## src/sv/prq_pkg.sv

```systemverilog
// Shared types and constants for the priority ready queue
package prq_pkg;

    localparam int ID_W              = 8;
    localparam int PRIO_W            = 6;
    localparam int QUEUE_DEPTH_DEF   = 16;
    localparam int MAX_PRIORITY_DEF  = 63;

    typedef enum logic [1:0] {
        ACT_INSERT = 2'd0,
        ACT_POP    = 2'd1,
        ACT_AGE    = 2'd2,
        ACT_CHECK  = 2'd3
    } t_action;

    typedef struct packed {
        logic              valid;
        logic [ID_W-1:0]   id;
        logic [PRIO_W-1:0] prio;
    } t_slot;

    typedef struct packed {
        logic              en;
        t_action           action;
        logic [ID_W-1:0]   id;
        logic [PRIO_W-1:0] prio;
    } t_cmd;

endpackage

```

## src/sv/priority_ready_queue_with_aging_unit.sv

```systemverilog
// Priority ready queue with aging: top level with cell chain and result register
// A request's result is registered and shows on the outputs in the cycle after it is accepted.
// Throughput: one request per cycle while the result is taken; an accepted insert,
// pop or age updates all cells together, but an insert into a full queue changes none.
// Reset: synchronous, active low; empties the queue and clears the result valid flag.
module priority_ready_queue_with_aging_unit #(
    parameter int QUEUE_DEPTH  = prq_pkg::QUEUE_DEPTH_DEF,
    parameter int MAX_PRIORITY = prq_pkg::MAX_PRIORITY_DEF
) (
    input  logic                       i_clk,
    input  logic                       i_rst_n,
    input  logic                       i_valid,
    output logic                       o_stall,
    input  logic [1:0]                 i_action,
    input  logic [prq_pkg::ID_W-1:0]   i_thread_id,
    input  logic [prq_pkg::PRIO_W-1:0] i_priority_req,
    output logic                       o_valid,
    input  logic                       i_stall,
    output logic                       o_popped_valid,
    output logic [prq_pkg::ID_W-1:0]   o_popped_id,
    output logic [prq_pkg::PRIO_W-1:0] o_popped_priority,
    output logic                       o_queue_empty,
    output logic                       o_preempt,
    output logic                       o_overflow
);
    import prq_pkg::*;

    localparam int PrioMax = (1 << PRIO_W) - 1;
    localparam logic [PRIO_W-1:0] PrioCap =
        PRIO_W'((MAX_PRIORITY > PrioMax) ? PrioMax : MAX_PRIORITY);

    t_slot             w_slot [QUEUE_DEPTH];
    logic              w_keep [QUEUE_DEPTH];
    t_cmd              w_cmd;
    t_action           w_action;
    logic              w_accept;
    logic              w_full;
    logic [PRIO_W-1:0] w_ins_prio;

    logic              r_out_valid;
    logic              r_popped_valid;
    logic [ID_W-1:0]   r_popped_id;
    logic [PRIO_W-1:0] r_popped_priority;
    logic              r_queue_empty;
    logic              r_preempt;
    logic              r_overflow;

    assign w_action   = t_action'(i_action);
    assign o_stall    = r_out_valid && i_stall;
    assign w_accept   = i_valid && !o_stall;
    assign w_full     = w_slot[QUEUE_DEPTH-1].valid;
    assign w_ins_prio = (i_priority_req > PrioCap) ? PrioCap : i_priority_req;

    always_comb begin
        w_cmd.en     = w_accept && !((w_action == ACT_INSERT) && w_full);
        w_cmd.action = w_action;
        w_cmd.id     = i_thread_id;
        w_cmd.prio   = (w_action == ACT_INSERT) ? w_ins_prio : i_priority_req;
    end

    for (genvar k = 0; k < QUEUE_DEPTH; k++) begin : g_cell
        t_slot w_left;
        t_slot w_right;
        logic  w_left_keep;

        if (k == 0) begin : g_head
            assign w_left      = '0;
            assign w_left_keep = 1'b1;
        end else begin : g_body
            assign w_left      = w_slot[k-1];
            assign w_left_keep = w_keep[k-1];
        end

        if (k == QUEUE_DEPTH - 1) begin : g_tail
            assign w_right = '0;
        end else begin : g_inner
            assign w_right = w_slot[k+1];
        end

        prq_cell #(
            .PRIO_CAP (PrioCap)
        ) u_cell (
            .i_clk       (i_clk),
            .i_rst_n     (i_rst_n),
            .i_cmd       (w_cmd),
            .i_left      (w_left),
            .i_left_keep (w_left_keep),
            .i_right     (w_right),
            .o_slot      (w_slot[k]),
            .o_keep      (w_keep[k])
        );
    end

    always_ff @(posedge i_clk) begin
        if (!i_rst_n) begin
            r_out_valid <= 1'b0;
        end else if (w_accept) begin
            r_out_valid <= 1'b1;
        end else if (!i_stall) begin
            r_out_valid <= 1'b0;
        end
    end

    always_ff @(posedge i_clk) begin
        if (w_accept) begin
            r_popped_valid    <= 1'b0;
            r_popped_id       <= '0;
            r_popped_priority <= '0;
            r_preempt         <= 1'b0;
            r_overflow        <= 1'b0;
            r_queue_empty     <= !w_slot[0].valid;
            case (w_action)
                ACT_INSERT: begin
                    r_overflow    <= w_full;
                    r_queue_empty <= 1'b0;
                end
                ACT_POP: begin
                    if (w_slot[0].valid) begin
                        r_popped_valid    <= 1'b1;
                        r_popped_id       <= w_slot[0].id;
                        r_popped_priority <= w_slot[0].prio;
                        r_queue_empty     <= !w_slot[1].valid;
                    end
                end
                ACT_CHECK: begin
                    r_preempt <= w_slot[0].valid && (w_slot[0].prio > i_priority_req);
                end
                default: r_preempt <= 1'b0;
            endcase
        end
    end

    assign o_valid           = r_out_valid;
    assign o_popped_valid    = r_popped_valid;
    assign o_popped_id       = r_popped_id;
    assign o_popped_priority = r_popped_priority;
    assign o_queue_empty     = r_queue_empty;
    assign o_preempt         = r_preempt;
    assign o_overflow        = r_overflow;

endmodule

```

## src/sv/prq_cell.sv

```systemverilog
// One queue cell: holds an entry and shifts, inserts or ages with its neighbours
module prq_cell #(
    parameter logic [prq_pkg::PRIO_W-1:0] PRIO_CAP = '1
) (
    input  logic           i_clk,
    input  logic           i_rst_n,
    input  prq_pkg::t_cmd  i_cmd,
    input  prq_pkg::t_slot i_left,
    input  logic           i_left_keep,
    input  prq_pkg::t_slot i_right,
    output prq_pkg::t_slot o_slot,
    output logic           o_keep
);
    import prq_pkg::*;

    t_slot r_slot;
    t_slot n_slot;

    assign o_slot = r_slot;
    assign o_keep = r_slot.valid && (r_slot.prio >= i_cmd.prio);

    always_comb begin
        n_slot = r_slot;
        if (i_cmd.en) begin
            case (i_cmd.action)
                ACT_INSERT: begin
                    if (!o_keep) begin
                        if (i_left_keep) begin
                            n_slot = '{valid: 1'b1, id: i_cmd.id, prio: i_cmd.prio};
                        end else begin
                            n_slot = i_left;
                        end
                    end
                end
                ACT_POP: n_slot = i_right;
                ACT_AGE: begin
                    if (r_slot.valid && (r_slot.prio < PRIO_CAP)) begin
                        n_slot.prio = r_slot.prio + PRIO_W'(1);
                    end
                end
                default: n_slot = r_slot;
            endcase
        end
    end

    always_ff @(posedge i_clk) begin
        if (!i_rst_n) begin
            r_slot.valid <= 1'b0;
        end else begin
            r_slot.valid <= n_slot.valid;
        end
        r_slot.id   <= n_slot.id;
        r_slot.prio <= n_slot.prio;
    end

endmodule

```

## config.mk

```make
export PLATFORM = sky130hd
export DESIGN_NAME = priority_ready_queue_with_aging_unit
export DESIGN_NICKNAME = d
export VERILOG_FILES = /design/src/sv/prq_pkg.sv /design/src/sv/priority_ready_queue_with_aging_unit.sv /design/src/sv/prq_cell.sv
export SDC_FILE = /design/constraint.sdc
export NUM_CORES = 1
export LEC_CHECK = 0
export BUFFER_PORTS_ARGS = -buffer_cell sky130_fd_sc_hd__buf_2
export CAP_MARGIN = 15
export CORE_MARGIN = 10
export CORE_UTILIZATION = 58
export DETAILED_ROUTE_END_ITERATION = 6
export HOLD_SLACK_MARGIN = 0.03
export PLACE_DENSITY = 0.78
export RECOVER_POWER = 50
export SYNTH_ARGS = -nofsm -noshare
export SYNTH_HDL_FRONTEND = slang
export SYNTH_SLANG_ARGS = --single-unit
```

## constraint.sdc

```tcl
create_clock -name i_clk -period 4.3 [get_ports i_clk]
set_input_delay 0.86 -clock i_clk [delete_from_list [all_inputs] [get_ports i_clk]]
set_output_delay 0.86 -clock i_clk [all_outputs]
set_load 0.05 [all_outputs]
```

# Yosys cells after proc, flatten, opt, wreduce, memory -nomap -nowiden
# Index checks and enable logic that the tools add are counted.
# word_totals
reg_bits,259
in_bits,20
out_inout_bits,20
word_cells,304
# classes
addsub,16
n_lt_le_gt_ge,34
eq_ne,36
mux,86
reduce_logical,77
# ops
cell,count
$mux 15,31
$pmux 6 s3,16
$pmux 9 s2,16
$mux 6,18
$add 6x1->6 const B,16
$ge 6x6->1,16
$lt 6x6->1 const B,16
$reduce_and 4->1,16
$reduce_and 3->1,16
$logic_and 1x1->1,37
$ne 2x1->1 const B,17
$ne 2x2->1 const B,16
$gt 6x6->1,1
$gt 6x6->1 const B,1
$eq 2x2->1 const B,2
$logic_not 1->1,4
$mux 1,4
$reduce_bool 3->1,1
$eq 2x1->1 const B,1
$logic_not 2->1,1
$pmux 1 s2,1
$reduce_and 2->1,1
$reduce_bool 2->1,1

# Depth between registers and ports, before layout
# depth
depth_word,8
depth_mapped,15
ltp_nobuf,11

# Cells and area by module
# A second synthesis with hierarchy kept.
# hier_totals
cells_unflattened,2024
hier_area_um2,19804.0
# by_module_without_submodules
module,instances,cells_each,area_each_um2,seq_area_each_um2
prq_cell,16,122,1181.1,440.4
priority_ready_queue_with_aging_unit,1,72,905.9,560.5

# Worst setup path after synthesis
# OpenSTA, ideal clock, no wires.
# synth_timing
path_kind,input to register
start,input port i_action[0]
end,"register g_cell[0].u_cell.r_slot, in the netlist g_cell[0].u_cell.o_slot[0] (enable)"
setup_ps,381
t_arrival_ps,3774
required_ps,3919
slack_ps,145
stages,13
n_path_buf,3
cell_sequence,inv_1 -> ha_1 -> nand2b_1 -> clkbuf_1 -> and2_0 -> buf_2 -> inv_1 -> ha_1 -> o211a_1 -> a221oi_2 -> o21ai_2 -> buf_2 -> a221oi_1
# synth_between
elab_chain_cells,6
word_cells_on_any_way,13
cone_classes,1 x order compare; 4 x eq/ne; 1 x mux; 7 x reduce/logical
# synth_rtl
item,line_no,text
from (decl),priority_ready_queue_with_aging_unit.sv:14,"input logic [1:0] i_action,"
$logic_not 2->1,"priority_ready_queue_with_aging_unit.sv:55, priority_ready_queue_with_aging_unit.sv:58, prq_cell.sv:25",
$mux 6,priority_ready_queue_with_aging_unit.sv:58,w_cmd.prio = (w_action == ACT_INSERT) ? w_ins_prio : i_priority_req;
$ge 6x6->1,prq_cell.sv:20,assign o_keep = r_slot.valid && (r_slot.prio >= i_cmd.prio);
$logic_and 1x1->1,prq_cell.sv:20,
$ne 2x2->1 (no source line),-,
$reduce_and 4->1 (no source line) (*),-,
to (decl),prq_cell.sv:16,t_slot r_slot;
# Every way passes the cells marked *; elsewhere a longest branch is shown, timed or not.
# A chain may end at the register's enable or synchronous reset.

# Worst setup path after layout
# layout_timing
start,input port i_action[0]
end,"register g_cell[9].u_cell.r_slot, in the netlist g_cell[9].u_cell.o_slot[2] (data pin)"
# layout_between
elab_chain_cells,7
word_cells_on_any_way,9
cone_classes,1 x order compare; 2 x eq/ne; 4 x mux; 2 x reduce/logical
# layout_rtl
item,line_no,text
$logic_not 2->1,"priority_ready_queue_with_aging_unit.sv:58, prq_cell.sv:25",
$mux 6,priority_ready_queue_with_aging_unit.sv:58,
$ge 6x6->1,prq_cell.sv:20,
$logic_and 1x1->1,prq_cell.sv:20,
$mux 15,prq_cell.sv:28,if (i_left_keep) begin
$mux 15,prq_cell.sv:27,if (!o_keep) begin
$pmux 6 s3 (*),prq_cell.sv:25,case (i_cmd.action)
to (decl),prq_cell.sv:16,
# Every way passes the cells marked *; elsewhere a longest branch is shown, timed or not. The select of a mux whose other input is x is not followed.

==> metrics.log <==
INFO  metric place.port_buffers = 39
INFO  metric post_synth.cell_area_avg = 9.82 µm²
INFO  metric syn-num-nets = 2,013
INFO  metric timing.final.setup_violations = 0
INFO  metric timing.rr.end = g_cell[14].u_cell.o_slot[12]
INFO  metric timing.max_slew.rel_slack = -0.225
INFO  metric floorplan.die.width = 199 µm
INFO  metric cp_data_arrival_time = approximately 4.3 ns
INFO  metric worst_pin_slew = 1.84 ns
INFO  metric fin_nets = 1,980
INFO  metric synth-main-ff-cell = edfxtp_1
INFO  metric timing.final.crit_share = 0.915
INFO  metric synth.yosys.warnings = 0
INFO  metric synth_edf_count = 242
INFO  metric final_antenna_net_count = 0
INFO  metric report.power.total = 7.28 mW
INFO  metric synth_cells = approximately 1,900
INFO  metric ys_seq_elements = 259
INFO  metric post-route-util = 0.629
INFO  metric fin_setup_tns = 0 ns
INFO  metric start_util = 0.588
INFO  metric hpwl = 40,300 µm
INFO  metric clock-sinks = between 200 and 300
INFO  metric resized_after_cts = 0
INFO  metric timing.final.hold_violations = 0
INFO  metric cts_buffers = 28
INFO  metric route.vias.total = 16,500
INFO  metric grt_pass1_wl = 91,400 µm
INFO  metric grt_setup_unrepaired = no
INFO  metric detail_route.vias_per_cell = 7.22
INFO  metric hold_wc_startpoint = i_valid
INFO  metric grt_overflow_total = 0
INFO  metric hold_path.class = in -> reg
INFO  metric post-cts-setup-buffer-count = 0
INFO  metric power.leakage = 7.31 nW
INFO  metric timing.final.max_slew_violations = 223
INFO  metric coreArea = about 32,000 µm²
INFO  metric place.gp.congestion = a little under 1
INFO  metric instances_no_fill = 2,283
INFO  metric drive_gt1_frac = 0.102
INFO  metric place_area = roughly 19,000 µm²
INFO  metric cp-start-kind = input port
INFO  metric crit_chain = clkbuf_1 -> inv_1 -> ha_4 -> inv_1 -> nor2_4 -> clkbuf_1 -> a222oi_1 -> o21ai_0
INFO  metric clock-root-buffer = clkbuf_16
INFO  metric area.growth.synth_to_final = 6.93%
INFO  metric max_stage_delay = around 1.1 ns
INFO  metric timing.max_cap.violations = 3
INFO  metric crit_path_max_fanout = 32
INFO  metric worst_setup_path_startpoint = i_action[0]
INFO  metric critical_path.reg2reg.startpoint = o_valid
INFO  metric fin_area = 19,800 µm²
INFO  metric failed_checks = DRC, capacitance limit, slew limit
INFO  metric timing.hold.worst_path_depth = 2
INFO  metric startpoint_to_endpoint_class_of_the_critical_path = in -> reg
INFO  metric holdPathEnd = o_valid
INFO  metric finClkSkew = 0.0126 ns
INFO  metric clock_latency = 0.58 ns
INFO  metric buffer_depth_of_the_longest_clock_path = 3
INFO  metric post-route-drc-count = 32
INFO  metric sequential_to_total_area_share_from_yosys_stat = 0.410
INFO  metric layout_min_cycle_time = between 3 and 4 ns
INFO  metric clock_tree_from_tritoncts = done
INFO  metric placed_cells_incl_taps = about 2,200
INFO  metric max_clock_freq = 0.254 GHz
INFO  metric drt_first_iter_violations = 2,706
INFO  metric grt_max_degree = between 150 and 200
INFO  metric outcome = complete, but fails checks
INFO  metric routed_wire_length_per_instance = 25.4 µm
INFO  metric dieHeight = 199 µm
INFO  metric worst-endpoint-required = 4.69 ns
INFO  metric r2r_slack = ~0.61 ns
INFO  metric power_per_cell_area = between 300 and 400 nW/µm²
INFO  metric crit_slowest_cell = clkbuf_1
INFO  metric asyncSetResetFlopFracSynth = 0
INFO  metric worst_ir_drop_vdd = 0.318 mV
INFO  metric clk_pin_slew = 0.06 ns
INFO  metric pin_count = 40
INFO  metric cts.hold.buffers_added = 0
INFO  metric first_pass_iters = 7
INFO  metric post_synth_instance_area = 18,600 µm²
INFO  metric core.rowCount = 65
INFO  metric global_route.usage.total = 0.289
INFO  metric dieArea = ~40,000 µm²
INFO  metric drt_wl_total = 58,100 µm
INFO  metric critPathCaptureType = flop
INFO  metric post_synth_num_cell_types = 85
INFO  metric cts_max_level = 1
INFO  metric initial_antenna_violation_count = 3
INFO  metric number_of_global_route_vias_before_repair = ~16,000
INFO  metric worst_r2r_path_cells = 8
## layer usage
metal	GRT usage	vias to the layer above	wire [µm]
li1	-	7214	-
met1	0.374	7796	22000
met2	0.445	1232	26100
met3	0.0713	250	7250
met4	0.140	0	2780
met5	0	-	0
## cells in the final DEF, fill, tap and decap left out, types with 37 or more instances in the layout
cell type / n
clkbuf_1: 42
a32oi_1: 49
and3_1: 43
o31ai_1: 45
inv_1: 101
a221oi_1: 42
nand2_1: 124
xor2_1: 37
o21ai_0: 103
edfxtp_1: 242
nand3_1: 139
xnor2_1: 42
buf_4: 54
nor2_1: 99
ha_1: 100
a21oi_1: 70
mux2i_1: 40
## report_power, final
part	total, mW	internal (mW)	switching, mW
Combinational	1.55	0.572	0.975
Sequential	3.21	2.98	0.227
Clock	2.53	1.46	1.06
Total	7.28	5.02	2.26
## kinds of logic after synthesis
kind of cell	after synthesis	synth area share
AOI/OAI and AO/OA	576	0.239
xor gates and xnor gates	79	0.0373
adders and majority gates	103	0.0695
buffers and inverters	278	0.0680
DFF	259	0.410
muxes	60	0.0341
and+or+nand+nor	535	0.142
## sequential cells by signal, indices dropped and copies added, names as in the netlist
name and count:
g_cell.u_cell.o_slot 240, o_overflow 1, o_popped_id 8, o_popped_priority 6, o_popped_valid 1, o_preempt 1, o_queue_empty 1, o_valid 1
## worst max path at each step
stage | to | depth (start not counted) | slack [ns]
global route | g_cell[14].u_cell.o_slot[6] | 9 | 0.23
CTS | g_cell[12].u_cell.o_slot[5] | 14 | 0.66
detailed placement | g_cell[3].u_cell.o_slot[3] | 14 | 0.09
finish | g_cell[9].u_cell.o_slot[2] | 8 | 0.36
floorplan | g_cell[0].u_cell.o_slot[0] | 13 | 0.14
global placement | g_cell[3].u_cell.o_slot[1] | 14 | 0.17
## cell type report
cell class / instances / area [µm²]
inverters: 103 / 387
clock buffers: 40 / 796
multi-input cells: 1353 / 9700
repair buffers: 112 / 687
well taps: 402 / 503
flip-flops and latches: 259 / 7610
diodes: 3 / 7.51
fillers: 2512 / 11700
clock inverters: 11 / 151
## worst max-delay path: cells and delay by family
family          cells  cell delay [ns]
buf+inv             4             2.12
fa+ha+maj           1             0.56
compound gates      2             0.48
simple gates        1             0.25
## synth_stat cells (all sizes together), types with 21 or more instances
cell type  count  area [µm²]
a222oi        22         220
clkbuf       108         407
a221oi        49         490
a31oi         24         150
edfxtp       242        7270
a211oi        23         185
nand2        124         465
and3          44         277
a32oi         49         429
xnor2         42         368
ha           103        1290
a21oi         72         368
mux2i         40         400
o221ai        26         228
nor2         103         392
nor2b         27         169
buf           67         468
and2          21         136
nand3        139         696
inv          102         383
a22oi         27         203
xor2          37         324
o21ai        114         638
o31ai         50         409
## through the flow
step                      setup WS [ns]  hold WS [ns]
final                             0.364         0.509
after CTS                         0.663         0.505
after detailed placement         0.0869         0.537
after global routing              0.225         0.510
after global placement            0.166         0.544
after floorplan                   0.145         0.494
Note: power is estimated with default switching activity, not from simulation.
